===== src/design/ome_ram.sv =====
// ----------------------------------------------------------------------------
// ome_ram
// Generic simple dual-port RAM: one write port, one read port, registered read.
// ----------------------------------------------------------------------------
module ome_ram #(
  parameter int WIDTH = 32,
  parameter int DEPTH = 16
) (
  input  logic                     clk,
  input  logic                     we,
  input  logic [$clog2(DEPTH)-1:0] waddr,
  input  logic [WIDTH-1:0]         wdata,
  input  logic                     re,
  input  logic [$clog2(DEPTH)-1:0] raddr,
  output logic [WIDTH-1:0]         rdata
);

  logic [WIDTH-1:0] mem [DEPTH];
  logic [WIDTH-1:0] rdata_r;

  always_ff @(posedge clk) begin
    if (we) begin
      mem[waddr] <= wdata;
    end
    if (re) begin
      rdata_r <= mem[raddr];
    end
  end

  assign rdata = rdata_r;

endmodule


===== config.mk =====
export PLATFORM = sky130hd
export DESIGN_NAME = ome_ram
export DESIGN_NICKNAME = d
export VERILOG_FILES = /design/src/design/ome_ram.sv
export SDC_FILE = /design/constraint.sdc
export NUM_CORES = 1
export LEC_CHECK = 0
export BUFFER_PORTS_ARGS = -buffer_cell sky130_fd_sc_hd__buf_2
export CAP_MARGIN = 40
export CORE_UTILIZATION = 60
export CTS_CLUSTER_SIZE = 20
export DETAILED_ROUTE_END_ITERATION = 16
export PLACE_DENSITY = 0.78
export SYNTH_ARGS = -nofsm -noshare
export SYNTH_HDL_FRONTEND = slang
export SYNTH_SLANG_ARGS = --single-unit

===== constraint.sdc =====
create_clock -name clk -period 10.3 [get_ports clk]
set_input_delay 0.515 -clock clk [delete_from_list [all_inputs] [get_ports clk]]
set_output_delay 0.515 -clock clk [all_outputs]
set_load 0.02 [all_outputs]

==> impl_summary.md <==
Status
The run finished with clean final reports.

Logic synthesis
Averaged over all synthesized cells, the footprint is around 24 um2. The most frequently used flop master after synthesis is edfxtp_1. Sorting the synthesized cells by area gives the leading types as edfxtp_1 (81%), mux4_2 (14%), a22oi_1 (2.4%), nand2_1 (0.61%), buf_4 (0.41%). The share of flip-flops with an asynchronous set or reset after synthesis is 0%. The netlist area before placement is 0.0202 mm2. The number of instances in the synthesized netlist is 838. The post-synthesis register bit count is roughly 540. edfxtp_1 takes more of the synthesized area than any other cell. In this run, synthesis inferred ~540 flip-flops with an integrated enable.

The commonest cells after synthesis are edfxtp_1 (544), mux4_2 (128), a22oi_1 (64). The warning count from the yosys run is 0. The count of different cell masters after synthesis is 17. The most numerous cell in the Yosys netlist is edfxtp_1. The fraction of the yosys area taken by sequential cells is around four fifths. The fraction of post-synthesis cell area in the top cell type by area is 81.0%. Counting every net in the synthesized netlist gives a little under 900.

Power
In this run the power spent charging and discharging nets is 927 uW. The net switching share of the total power is between 15 and 20%. Per report_power, the combinational group accounts for under 10% of the total.

The overall power consumption is about 4.6 mW. The power density of the placed cells is roughly 200 mW/mm2. The leakage power summed over all cells is between 7 and 8 nW.

The portion of total power attributed to sequential cells is a little over half. IR analysis of the VDD net gives a maximum drop of between 0.0001 and 0.00015 V. The clock network fraction of design power is 41.1%. Internal power comes to between 3 and 4 mW.

Placed design
At the end of routability-driven placement, the weighted congestion stood at about 0.7. The quantity of I/O buffers inserted on ports is 74. The number of instances in the placed design is 1339. The post-place setup slack is 7140 ps.

After legalization and detailed placement, the total HPWL measured ~21000 um.

STA
Across all setup checks in the final design, the least slack found is roughly 7700 ps. Setup violations remaining at the end of the flow were counted as 0. The setup skew after layout is around 9.2 ps.

Of the available clock period, the critical path in the final layout requires roughly a quarter. The setup TNS is 0 ps. The final count of pins violating max slew is 0. Based on the critical path, the design can be clocked at up to roughly 0.39 GHz. Setup repair after global routing left no endpoint under its margin. The worst relative slew slack is 42.9%.

Subtracting the final worst setup slack from the clock period gives between 2000 and 3000 ps. The slew at the pin closest to its max-slew limit is 854 ps. The number of hold violations in the final report is 0.

Detailed routing
The initial DRC count is 1180. The total routed wirelength is around 44000 um. The total vias in the final route is between 9000 and 10000. The total iterations of the first detailed-routing run is 5. The post-detailed-route count of antenna-violating nets is 0. For this run, design rule violations remaining after detail routing come to 0. The final routed wire length divided by cell count is between 30 and 40 um. The ratio of routed vias to standard cells is 6.62.

Layout
The area growth from synthesis to final layout is 13.9%. The share of the core filled with cells in the final layout is 70.1%. Counting the fill cells in the layout gives about 1900. Once layout is complete, the cells apart from fillers number 1431.

Of the cells placed in the final design, the portion with a size suffix greater than 1 is between 30% and 40%. The post-layout net count is approximately 990.

CTS
The worst-skew pair later-pin latency is 550 ps. The CTS tree is done. In this run the number of H-tree levels came out at 2.

The number of sinks on the clock net is around 540. The clock-pin slew reported for the worst setup and hold paths after clock tree synthesis is ~60 ps. The cell chosen for the clock root is clkbuf_16.

The count of hold-fix buffers inserted at cts is 0. In this run, post-CTS repair resized a total of 0 instances. Buffers inserted during clock tree synthesis total between 50 and 60. After clock tree synthesis, the setup repair step added 0 buffers. The deepest clock path buffer count is 3.

Worst setup path
The critical path in this run is classified as input port to flop. The startpoint identified for the worst register-to-register timing path is mem[0][3]. The launching instance or port of the critical path is raddr[0]. Data on the critical path is required at its endpoint by 10600 ps. The type of element capturing the critical path is a flop. Data on the critical path arrives at its endpoint at between 2000 and 3000 ps. Along the worst path, the maximum fanout reaches 64.

For flop-to-flop paths, the worst setup slack is around 9000 ps. The startpoint type of the worst setup path is an input port. Measured in cells, the most critical reg-to-reg path has a length of 3. The endpoint identified for the worst register-to-register timing path is rdata[3].

Flow run
Across the run, the number of max-cap violations was 0.

Floorplan
The die boundary height is approximately 190 um. Once the floorplan was initialized, standard cells occupied between 60% and 70% of the core. The die covers ~0.034 mm2. The placeable core area is about 0.033 mm2. In this run the horizontal extent of the chip is about 190 um. After floorplanning, the core was divided into 66 placement rows. The number of top-level design ports is 75.

GRT
Summed over all layers, the global routing overflow is 0. The number of global-route vias before repair is a little under 10000. The met1 track demand over resource in global routing is 35.3%. Global routing used between 40 and 50% of the available met2 tracks.

Entering global routing, the biggest net connects 65 pins. The global routing usage on met3 is between 5 and 6%. The number of antenna violations at the first check in global routing is 2. The overall routing resource usage is approximately a quarter. The layer flagged by global routing as most heavily used is met2. The global-route wire length before repair is ~63000 um.

Hold path
The number of instances on the worst hold path is 1. The worst hold path begins at wdata[14]. The tightest min-delay check is of the input port to flop type.

The end point of the most critical hold path is mem[0][14].
==> per-layer routing <==
metal | part of all wire, % | routed length [um] | up-vias
li1 | - | - | 3819
met1 | 37 | 16200 | 4954
met2 | 50 | 22100 | 601
met3 | 9.8 | 4290 | 94
met4 | 2.6 | 1120 | 4
met5 | 0.064 | 28 | -
==> cells in the final DEF (no fill, tap or decap), types with 3 or more instances in the layout <==
cell type,Yosys,final
buf_2,4,72
bufinv_16,0,8
clkinvlp_4,0,3
clkinv_2,0,4
nand2_1,33,33
clkbuf_1,17,8
buf_4,11,26
mux4_2,128,128
edfxtp_1,544,544
nor3_2,0,4
nor2_4,0,13
clkbuf_16,0,53
a22oi_1,64,64
clkinv_1,0,13
==> state kept, by name, indices dropped and copies added, names as in the netlist <==
name,flops
mem,512
rdata,32
==> final cells by class <==
type                    count  area (um2)  area share, %
diodes                      2        5.00         0.0218
clock buffers              61        1360           5.90
clock inverters            29         340           1.48
multi-input cells         251        3750           16.3
flip-flops and latches    544       16300           71.1
well taps                 442         553           2.41
repair buffers            102         637           2.77
==> how the worst max path moves through the flow <==
stage / to / cells after the start
after CTS: rdata[3] / 5
after detailed placement: rdata[21] / 5
after global routing: rdata[3] / 5
final: rdata[24] / 5
after global placement: rdata[24] / 5
after floorplan: mem[0][0] / 2
==> power groups by stage <==
stage	logic, mW	registers (mW)	clock network (mW)
3_5_place_dp	0.222	2.56	0
4_1_cts	0.225	2.51	1.92
3_3_place_gp	0.214	2.55	0
6_report	0.224	2.51	1.91
5_1_grt	0.239	2.51	2.00
2_1_floorplan	0.119	2.57	0
==> worst max-delay path, stage by stage <==
cell      delay (ps)
clkbuf_8         610
buf_4            680
mux4_2           590
a22oi_1          290
nand2_1           90
==> cells by family (layout without fill, tap and decap cells) <==
family          Yosys count  in the layout  synth area share, %
flops                   544            544                 81.0
other cells               0              2                    0
simple gates             59             59                 1.25
buf+inv                  43            192                 1.10
compound gates           64             64                 2.38
mux                     128            128                 14.3
==> stage by stage <==
stage / cell area, um2 / hold slack, ps
2_1_floorplan: 20200 / 614
3_3_place_gp: 21200 / 722
3_5_place_dp: 21300 / 731
4_1_cts: 23000 / 303
5_1_grt: 23000 / 312
6_report: 23000 / 329
Note: power is estimated with default switching activity, not from simulation.
