File: src/design/ome_pkg.sv
// ----------------------------------------------------------------------------
// ome_pkg
// Shared types, constants and the step program for the outer/middle ear
// filter chain: state RAM map, operand selects and the per-cycle control word.
// ----------------------------------------------------------------------------
package ome_pkg;

  localparam int SAMPLE_WIDTH_DEF = 32;
  localparam int COEF_WIDTH_DEF   = 32;

  // Configuration port
  localparam int NUM_REGS   = 8;
  localparam int REG_AW     = 3;
  localparam int CFG_IDX_W  = 4;
  localparam int CFG_DATA_W = 64;
  localparam int HALF_W     = 32;

  // Coefficient halves, two per register
  localparam int NUM_COEF = 16;
  localparam int COEF_AW  = 4;

  // State RAM: two slots per history pair, one for the last displacement
  localparam int STATE_DEPTH = 14;
  localparam int STATE_AW    = 4;

  localparam int IO_WIDTH = 32;

  // Step program
  localparam int NUM_STEPS = 33;
  localparam int STEP_W    = 6;
  localparam logic [STEP_W-1:0] LAST_STEP = STEP_W'(NUM_STEPS - 1);

  typedef enum logic [1:0] {
    ST_IDLE = 2'b01,
    ST_RUN  = 2'b10
  } state_t;

  typedef enum logic [2:0] {
    SLOT_CONCHA_IN  = 3'd0,
    SLOT_CONCHA_OUT = 3'd1,
    SLOT_CANAL_IN   = 3'd2,
    SLOT_CANAL_OUT  = 3'd3,
    SLOT_STAPES_IN  = 3'd4,
    SLOT_STAPES_VEL = 3'd5,
    SLOT_LAST_DISP  = 3'd6
  } slot_t;

  // HIST_PREV is one sample back, HIST_OLDER two back (and the slot rewritten)
  typedef enum logic {
    HIST_PREV  = 1'b0,
    HIST_OLDER = 1'b1
  } hist_t;

  typedef enum logic [1:0] {
    A_RD = 2'd0,
    A_DX = 2'd1,
    A_DE = 2'd2,
    A_T  = 2'd3
  } a_sel_t;

  typedef enum logic [4:0] {
    C_CONCHA_J = 5'd0,
    C_CONCHA_K = 5'd1,
    C_CONCHA_L = 5'd2,
    C_CONCHA_G = 5'd3,
    C_CANAL_J  = 5'd4,
    C_CANAL_K  = 5'd5,
    C_CANAL_L  = 5'd6,
    C_CANAL_G  = 5'd7,
    C_B0       = 5'd8,
    C_B1       = 5'd9,
    C_B2       = 5'd10,
    C_A0       = 5'd11,
    C_A1       = 5'd12,
    C_A2       = 5'd13,
    C_REFLEX   = 5'd14,
    C_LP_P     = 5'd15,
    C_LP_GAIN  = 5'd16
  } c_sel_t;

  typedef enum logic [2:0] {
    ACC_NONE = 3'd0,
    ACC_SET  = 3'd1,
    ACC_SETN = 3'd2,
    ACC_ADD  = 3'd3,
    ACC_SUB  = 3'd4,
    ACC_SETX = 3'd5,
    ACC_SETE = 3'd6
  } acc_op_t;

  typedef enum logic [1:0] {
    SAT_NONE = 2'd0,
    SAT_T    = 2'd1,
    SAT_E    = 2'd2
  } sat_dst_t;

  typedef enum logic [1:0] {
    WS_X = 2'd0,
    WS_E = 2'd1,
    WS_T = 2'd2
  } wr_src_t;

  typedef struct packed {
    logic     rd_en;
    slot_t    rd_slot;
    hist_t    rd_hist;
    logic     mul_en;
    a_sel_t   a_sel;
    c_sel_t   c_sel;
    acc_op_t  acc_op;
    sat_dst_t sat_dst;
    logic     wr_en;
    slot_t    wr_slot;
    wr_src_t  wr_src;
  } uop_t;

  localparam uop_t UOP_NOP = '{
    rd_en:   1'b0,
    rd_slot: SLOT_CONCHA_IN,
    rd_hist: HIST_PREV,
    mul_en:  1'b0,
    a_sel:   A_RD,
    c_sel:   C_CONCHA_J,
    acc_op:  ACC_NONE,
    sat_dst: SAT_NONE,
    wr_en:   1'b0,
    wr_slot: SLOT_CONCHA_IN,
    wr_src:  WS_X
  };

  // Per-cycle control. A read issued in one step returns in the next, a
  // product made in one step is accumulated in the next, and an accumulator
  // finished in one step is saturated into a working register in the next.
  function automatic uop_t ucode(input logic [STEP_W-1:0] step);
    uop_t u;
    u = UOP_NOP;
    unique case (step)
      // concha band-pass
      6'd0: begin
        u.rd_en = 1'b1; u.rd_slot = SLOT_CONCHA_IN; u.rd_hist = HIST_OLDER;
      end
      6'd1: begin
        u.rd_en = 1'b1; u.rd_slot = SLOT_CONCHA_OUT; u.rd_hist = HIST_PREV;
        u.mul_en = 1'b1; u.a_sel = A_DX; u.c_sel = C_CONCHA_J;
      end
      6'd2: begin
        u.rd_en = 1'b1; u.rd_slot = SLOT_CONCHA_OUT; u.rd_hist = HIST_OLDER;
        u.mul_en = 1'b1; u.a_sel = A_RD; u.c_sel = C_CONCHA_K;
        u.acc_op = ACC_SET;
      end
      6'd3: begin
        u.mul_en = 1'b1; u.a_sel = A_RD; u.c_sel = C_CONCHA_L;
        u.acc_op = ACC_ADD;
        u.wr_en = 1'b1; u.wr_slot = SLOT_CONCHA_IN; u.wr_src = WS_X;
      end
      6'd4: u.acc_op = ACC_ADD;
      6'd5: u.sat_dst = SAT_T;
      6'd6: begin
        u.mul_en = 1'b1; u.a_sel = A_T; u.c_sel = C_CONCHA_G;
        u.wr_en = 1'b1; u.wr_slot = SLOT_CONCHA_OUT; u.wr_src = WS_T;
      end
      6'd7: u.acc_op = ACC_SETX;
      // ear canal band-pass
      6'd8: begin
        u.sat_dst = SAT_E;
        u.rd_en = 1'b1; u.rd_slot = SLOT_CANAL_IN; u.rd_hist = HIST_OLDER;
      end
      6'd9: begin
        u.rd_en = 1'b1; u.rd_slot = SLOT_CANAL_OUT; u.rd_hist = HIST_PREV;
        u.mul_en = 1'b1; u.a_sel = A_DE; u.c_sel = C_CANAL_J;
      end
      6'd10: begin
        u.rd_en = 1'b1; u.rd_slot = SLOT_CANAL_OUT; u.rd_hist = HIST_OLDER;
        u.mul_en = 1'b1; u.a_sel = A_RD; u.c_sel = C_CANAL_K;
        u.acc_op = ACC_SET;
        u.wr_en = 1'b1; u.wr_slot = SLOT_CANAL_IN; u.wr_src = WS_E;
      end
      6'd11: begin
        u.mul_en = 1'b1; u.a_sel = A_RD; u.c_sel = C_CANAL_L;
        u.acc_op = ACC_ADD;
      end
      6'd12: u.acc_op = ACC_ADD;
      6'd13: u.sat_dst = SAT_T;
      6'd14: begin
        u.mul_en = 1'b1; u.a_sel = A_T; u.c_sel = C_CANAL_G;
        u.wr_en = 1'b1; u.wr_slot = SLOT_CANAL_OUT; u.wr_src = WS_T;
      end
      6'd15: u.acc_op = ACC_SETE;
      // acoustic reflex
      6'd16: u.sat_dst = SAT_T;
      6'd17: begin
        u.mul_en = 1'b1; u.a_sel = A_T; u.c_sel = C_REFLEX;
      end
      6'd18: u.acc_op = ACC_SET;
      // stapes high-pass, feedforward part
      6'd19: u.sat_dst = SAT_T;
      6'd20: begin
        u.rd_en = 1'b1; u.rd_slot = SLOT_STAPES_IN; u.rd_hist = HIST_PREV;
        u.mul_en = 1'b1; u.a_sel = A_T; u.c_sel = C_B0;
      end
      6'd21: begin
        u.rd_en = 1'b1; u.rd_slot = SLOT_STAPES_IN; u.rd_hist = HIST_OLDER;
        u.mul_en = 1'b1; u.a_sel = A_RD; u.c_sel = C_B1;
        u.acc_op = ACC_SET;
      end
      6'd22: begin
        u.mul_en = 1'b1; u.a_sel = A_RD; u.c_sel = C_B2;
        u.acc_op = ACC_ADD;
      end
      6'd23: begin
        u.acc_op = ACC_ADD;
        u.rd_en = 1'b1; u.rd_slot = SLOT_STAPES_VEL; u.rd_hist = HIST_PREV;
        u.wr_en = 1'b1; u.wr_slot = SLOT_STAPES_IN; u.wr_src = WS_T;
      end
      // stapes high-pass, feedback part
      6'd24: begin
        u.sat_dst = SAT_T;
        u.rd_en = 1'b1; u.rd_slot = SLOT_STAPES_VEL; u.rd_hist = HIST_OLDER;
        u.mul_en = 1'b1; u.a_sel = A_RD; u.c_sel = C_A1;
      end
      6'd25: begin
        u.mul_en = 1'b1; u.a_sel = A_RD; u.c_sel = C_A2;
        u.acc_op = ACC_SETN;
      end
      6'd26: begin
        u.mul_en = 1'b1; u.a_sel = A_T; u.c_sel = C_A0;
        u.acc_op = ACC_SUB;
      end
      6'd27: begin
        u.acc_op = ACC_ADD;
        u.rd_en = 1'b1; u.rd_slot = SLOT_LAST_DISP; u.rd_hist = HIST_PREV;
      end
      // first-order low-pass
      6'd28: begin
        u.sat_dst = SAT_T;
        u.mul_en = 1'b1; u.a_sel = A_RD; u.c_sel = C_LP_P;
      end
      6'd29: begin
        u.mul_en = 1'b1; u.a_sel = A_T; u.c_sel = C_LP_GAIN;
        u.acc_op = ACC_SETN;
        u.wr_en = 1'b1; u.wr_slot = SLOT_STAPES_VEL; u.wr_src = WS_T;
      end
      6'd30: u.acc_op = ACC_ADD;
      6'd31: u.sat_dst = SAT_T;
      6'd32: begin
        u.wr_en = 1'b1; u.wr_slot = SLOT_LAST_DISP; u.wr_src = WS_T;
      end
      default: u = UOP_NOP;
    endcase
    return u;
  endfunction

endpackage

File: src/design/ome_mac.sv
// ----------------------------------------------------------------------------
// ome_mac
// Shared multiply-accumulate datapath: operand select, one signed multiplier,
// round-half-up rescale, accumulator, saturation and the working registers.
// ----------------------------------------------------------------------------
module ome_mac #(
  parameter int SAMPLE_WIDTH = ome_pkg::SAMPLE_WIDTH_DEF,
  parameter int COEF_WIDTH   = ome_pkg::COEF_WIDTH_DEF
) (
  input  logic                    clk,
  input  logic                    x_load,
  input  logic [SAMPLE_WIDTH-1:0] x_in,
  input  ome_pkg::uop_t           uop,
  input  logic [SAMPLE_WIDTH-1:0] rd_data,
  input  logic signed [COEF_WIDTH:0] coef_op,
  output logic [SAMPLE_WIDTH-1:0] wr_data,
  output logic [SAMPLE_WIDTH-1:0] result
);

  localparam int G     = COEF_WIDTH - 4;
  localparam int PW    = SAMPLE_WIDTH + COEF_WIDTH + 2;
  localparam int ACC_W = SAMPLE_WIDTH + 8;
  localparam logic signed [PW-1:0] HALF = PW'(1) << (G - 1);
  localparam logic [SAMPLE_WIDTH-1:0] SMAX = {1'b0, {(SAMPLE_WIDTH-1){1'b1}}};
  localparam logic [SAMPLE_WIDTH-1:0] SMIN = {1'b1, {(SAMPLE_WIDTH-1){1'b0}}};

  logic [SAMPLE_WIDTH-1:0] x_r;
  logic [SAMPLE_WIDTH-1:0] e_r;
  logic [SAMPLE_WIDTH-1:0] t_r;
  logic signed [PW-1:0]    prod_r;
  logic signed [PW-1:0]    prod_nxt;
  logic signed [ACC_W-1:0] acc_r;
  logic signed [ACC_W-1:0] acc_nxt;

  logic signed [SAMPLE_WIDTH:0] rd_ext;
  logic signed [SAMPLE_WIDTH:0] a_op;
  logic signed [PW-1:0]         rnd_full;
  logic signed [PW-1:0]         rnd_sh;
  logic signed [ACC_W-1:0]      rnd;
  logic signed [ACC_W-1:0]      x_ext;
  logic signed [ACC_W-1:0]      e_ext;
  logic [ACC_W-SAMPLE_WIDTH:0]  acc_top;
  logic                         acc_ovf;
  logic [SAMPLE_WIDTH-1:0]      sat_val;

  always_comb begin
    rd_ext = {rd_data[SAMPLE_WIDTH-1], rd_data};
    case (uop.a_sel)
      ome_pkg::A_RD: a_op = rd_ext;
      ome_pkg::A_DX: a_op = $signed({x_r[SAMPLE_WIDTH-1], x_r}) - rd_ext;
      ome_pkg::A_DE: a_op = $signed({e_r[SAMPLE_WIDTH-1], e_r}) - rd_ext;
      ome_pkg::A_T:  a_op = $signed({t_r[SAMPLE_WIDTH-1], t_r});
      default:       a_op = rd_ext;
    endcase
    prod_nxt = a_op * coef_op;
  end

  // floor((p + half) / 2^G)
  always_comb begin
    rnd_full = prod_r + HALF;
    rnd_sh   = rnd_full >>> G;
    rnd      = rnd_sh[ACC_W-1:0];
    x_ext    = ACC_W'($signed(x_r));
    e_ext    = ACC_W'($signed(e_r));
    case (uop.acc_op)
      ome_pkg::ACC_SET:  acc_nxt = rnd;
      ome_pkg::ACC_SETN: acc_nxt = -rnd;
      ome_pkg::ACC_ADD:  acc_nxt = acc_r + rnd;
      ome_pkg::ACC_SUB:  acc_nxt = acc_r - rnd;
      ome_pkg::ACC_SETX: acc_nxt = x_ext + rnd;
      ome_pkg::ACC_SETE: acc_nxt = e_ext + rnd;
      default:           acc_nxt = acc_r;
    endcase
  end

  // saturate to the signed sample range
  always_comb begin
    acc_top = acc_r[ACC_W-1:SAMPLE_WIDTH-1];
    acc_ovf = !((&acc_top) || !(|acc_top));
    if (acc_ovf) begin
      sat_val = acc_r[ACC_W-1] ? SMIN : SMAX;
    end else begin
      sat_val = acc_r[SAMPLE_WIDTH-1:0];
    end
  end

  always_ff @(posedge clk) begin
    if (x_load) begin
      x_r <= x_in;
    end
    if (uop.mul_en) begin
      prod_r <= prod_nxt;
    end
    acc_r <= acc_nxt;
    if (uop.sat_dst == ome_pkg::SAT_T) begin
      t_r <= sat_val;
    end
    if (uop.sat_dst == ome_pkg::SAT_E) begin
      e_r <= sat_val;
    end
  end

  always_comb begin
    case (uop.wr_src)
      ome_pkg::WS_X: wr_data = x_r;
      ome_pkg::WS_E: wr_data = e_r;
      ome_pkg::WS_T: wr_data = t_r;
      default:       wr_data = t_r;
    endcase
  end

  assign result = t_r;

endmodule
File: config.mk
export PLATFORM = sky130hd
export DESIGN_NAME = ome_mac
export DESIGN_NICKNAME = d
export VERILOG_FILES = /design/src/design/ome_pkg.sv /design/src/design/ome_mac.sv
export SDC_FILE = /design/constraint.sdc
export NUM_CORES = 2
export LEC_CHECK = 0
export BUFFER_PORTS_ARGS = -buffer_cell sky130_fd_sc_hd__buf_2
export CAP_MARGIN = 20
export CORE_MARGIN = 2
export CORE_UTILIZATION = 40
export DETAILED_ROUTE_END_ITERATION = 12
export PLACE_DENSITY = 0.59
export REMOVE_ABC_BUFFERS = 1
export SLEW_MARGIN = 10
export SYNTH_ARGS = -nofsm -noshare
export SYNTH_HDL_FRONTEND = slang
export SYNTH_SLANG_ARGS = --single-unit
File: constraint.sdc
create_clock -name clk -period 28 [get_ports clk]
set_clock_uncertainty 0.2 [all_clocks]
set_input_delay 1.4 -clock clk [delete_from_list [all_inputs] [get_ports clk]]
set_output_delay 1.4 -clock clk [all_outputs]
set_load 0.005 [all_outputs]
==> impl_metrics.yaml <==
run_status:
  outcome: "finished clean"
die:
  placementRows: 138
  chipHeight_um: 382
  die_area_um2: 146000
  core_um2: 142000
  io_pins: 187
  die_w_um: 382
  start_util_pct: 40.3
setup_path:
  start_kind: "primary input"
  cp.arrival_ns: 14.57
  critPathKind: "primary input to register"
  cp_common_cell: "fa_1"
  max_stage_delay_ns: 1.09
  worstPathMaxFanout: 13
  reg2reg_setup_slack_ns: 14.60
  endpoint_kind: "register"
  worst_path_max_delay_cell: "fa_1"
  required_ns: 28.02
clock_tree:
  clock_latency_ns: 0.51
  cts_tree: "built"
  cts_root_buf: "clkbuf_16"
  cts_resized: 0
  cts_sinks: 175
  cts-buffers-inserted: 17
  holdBufCountCts: 0
  cts_max_level: 4
  clock_path_buffers: 2
  clk_pin_slew_ns: 0.08
  postCtsSetupBuffers: 0
run:
  drv_cap: 0
final_layout:
  syn_to_final_growth_pct: 6.61
  nNetsFinal: 8044
  drive_gt1_share_pct: 6.51
  layout_common_cells: "1301 x inv_1, 1148 x fa_1, 812 x nand2_1, 486 x and2_1, 364 x ha_1"
  final_common_cell: "inv_1"
yosys:
  yosys_warnings: 0
  synthArstFlopShare_pct: 0
  ys_seq_elements: 175
  synth_cells: 6422
  ys_dominant_reg_cell: "edfxtp_1"
  yosysUniqueCellTypes: 99
  synth.avg_cell_area_um2: 8.88
  synth.cell_area_um2: 57000
  ys_seq_area_share_pct: 9.21
  synth_edf_count: 175
worst_hold_path:
  hold_class: "register to register"
sta:
  worst_pin_slew_ns: 1.23
  fin_crit_sh_pct: 52.0
  rsz0062_at_grt: "no"
  fmax_mhz: 68.7
  setup_violations: 0
  hold_viol: 0
  drv_slew: 0
  relSlewSlack_pct: 18.0
  tns_ns: 0
  period_minus_slack_ns: 14.55
detailed_routing:
  first_iter_violations: 3964
  wl_per_cell_um: 22.5
  wirelength_um: 187000
  num_vias: 45700
  dr.pass1.iters: 8
  vias_per_cell: 5.50
  post-route-drc-count: 0
  postRouteAntennaNets: 0
place:
  finalWeightedCongestion: 0.976
  hpwl_um: 144000
  io_buffers: 172
global_route:
  gr-total-overflow: 0
  antenna_found_initial: 11
  grt_pass1_vias: 47700
  grt_usage_pct: 26.0
  grt_pass1_wl_um: 290000
  grt_max_degree: 65
-- synthesized netlist by cell type (39+ instances only) --
library cell	n	area, um2
a21o_1	126	946
a21oi_1	260	1300
and2_1	486	3040
and3_1	48	300
clkbuf_1	271	1020
edfxtp_1	175	5260
fa_1	1148	23000
ha_1	365	4570
inv_1	1301	4880
mux2i_1	45	450
nand2_1	812	3050
nand3_1	65	325
nand4_1	39	244
nor2_1	236	886
nor3_1	55	275
o21a_1	43	323
o21ai_0	171	856
xnor2_1	159	1390
xor2_1	88	771
-- registers in the layout (all words and copies together), names as in the netlist --
name and count:
result 32, e_r 32, prod_r 39, x_r 32
acc_r 40
-- worst paths after layout --
kind | to | startpoint | depth (start not counted)
max | prod_r[65]$_DFFE_PP_ | uop[16] | 42
min | result[13]$_DFFE_PN_ | acc_r[13]$_DFFE_PP_ | 1
max reg2reg | prod_r[65]$_DFFE_PP_ | e_r[0]$_DFFE_PN_ | 38
min reg2reg | result[13]$_DFFE_PN_ | acc_r[13]$_DFFE_PP_ | 1
-- cells by family (layout without fill, tap and decap cells) --
logic type                 count (synthesis)  in the layout  share of synthesized area [%]
xor gates and xnor gates                 248            248                           3.82
DFF                                      175            175                           9.21
muxes                                     78             78                           1.44
AOI/OAI and AO/OA                        894            894                           10.2
other                                      0              3                              0
buffers and inverters                   1605           1604                           10.6
and+or+nand+nor                         1909           1909                           16.4
adders and majority gates               1513           1513                           48.3
-- critical path: cells and delay by family --
| family | cells | cell delay [ns] |
|---|---|---|
| compound gates | 16 | 4.41 |
| buf+inv | 7 | 1.25 |
| fa+ha+maj | 12 | 6.27 |
| simple gates | 5 | 0.79 |
| mux | 1 | 0.25 |
| xor+xnor | 1 | 0.11 |
-- layout make-up --
type / instances / area [um2]
Antenna cell: 3 / 7.51
Clock buffer: 19 / 433
Clock inverter: 13 / 148
Fill cell: 14100 / 80800
Inverter: 1305 / 4900
Multi-Input combinational cell: 4642 / 46100
Sequential cell: 175 / 5260
Tap cell: 1890 / 2360
Timing Repair Buffer: 267 / 1580
-- per-layer routing --
metal | GRT usage [%] | part of all wire, % | vias to the layer above
li1 | - | - | 20000
met1 | 36.1 | 43 | 23400
met2 | 41.2 | 45 | 2014
met3 | 4.62 | 8.8 | 317
met4 | 8.74 | 3.8 | 4
met5 | 0 | 0.014 | -
-- metrics by stage --
stage	hold slack [ns]	setup WS (ns)	utilization [%]	cells	instance area, um2
4_1_cts	0.426	13.63	42.9	8310	60800
3_5_place_dp	0.407	13.14	42.5	8278	60200
6_report	0.430	13.45	42.9	8314	60800
3_3_place_gp	0.405	13.22	42.5	8278	60200
2_1_floorplan	0.334	13.52	-	6122	55900
5_1_grt	0.451	12.87	42.9	8311	60800
Power is not shown: default switching activity piles up to over one toggle a cycle in this logic, so the estimate is an artifact.
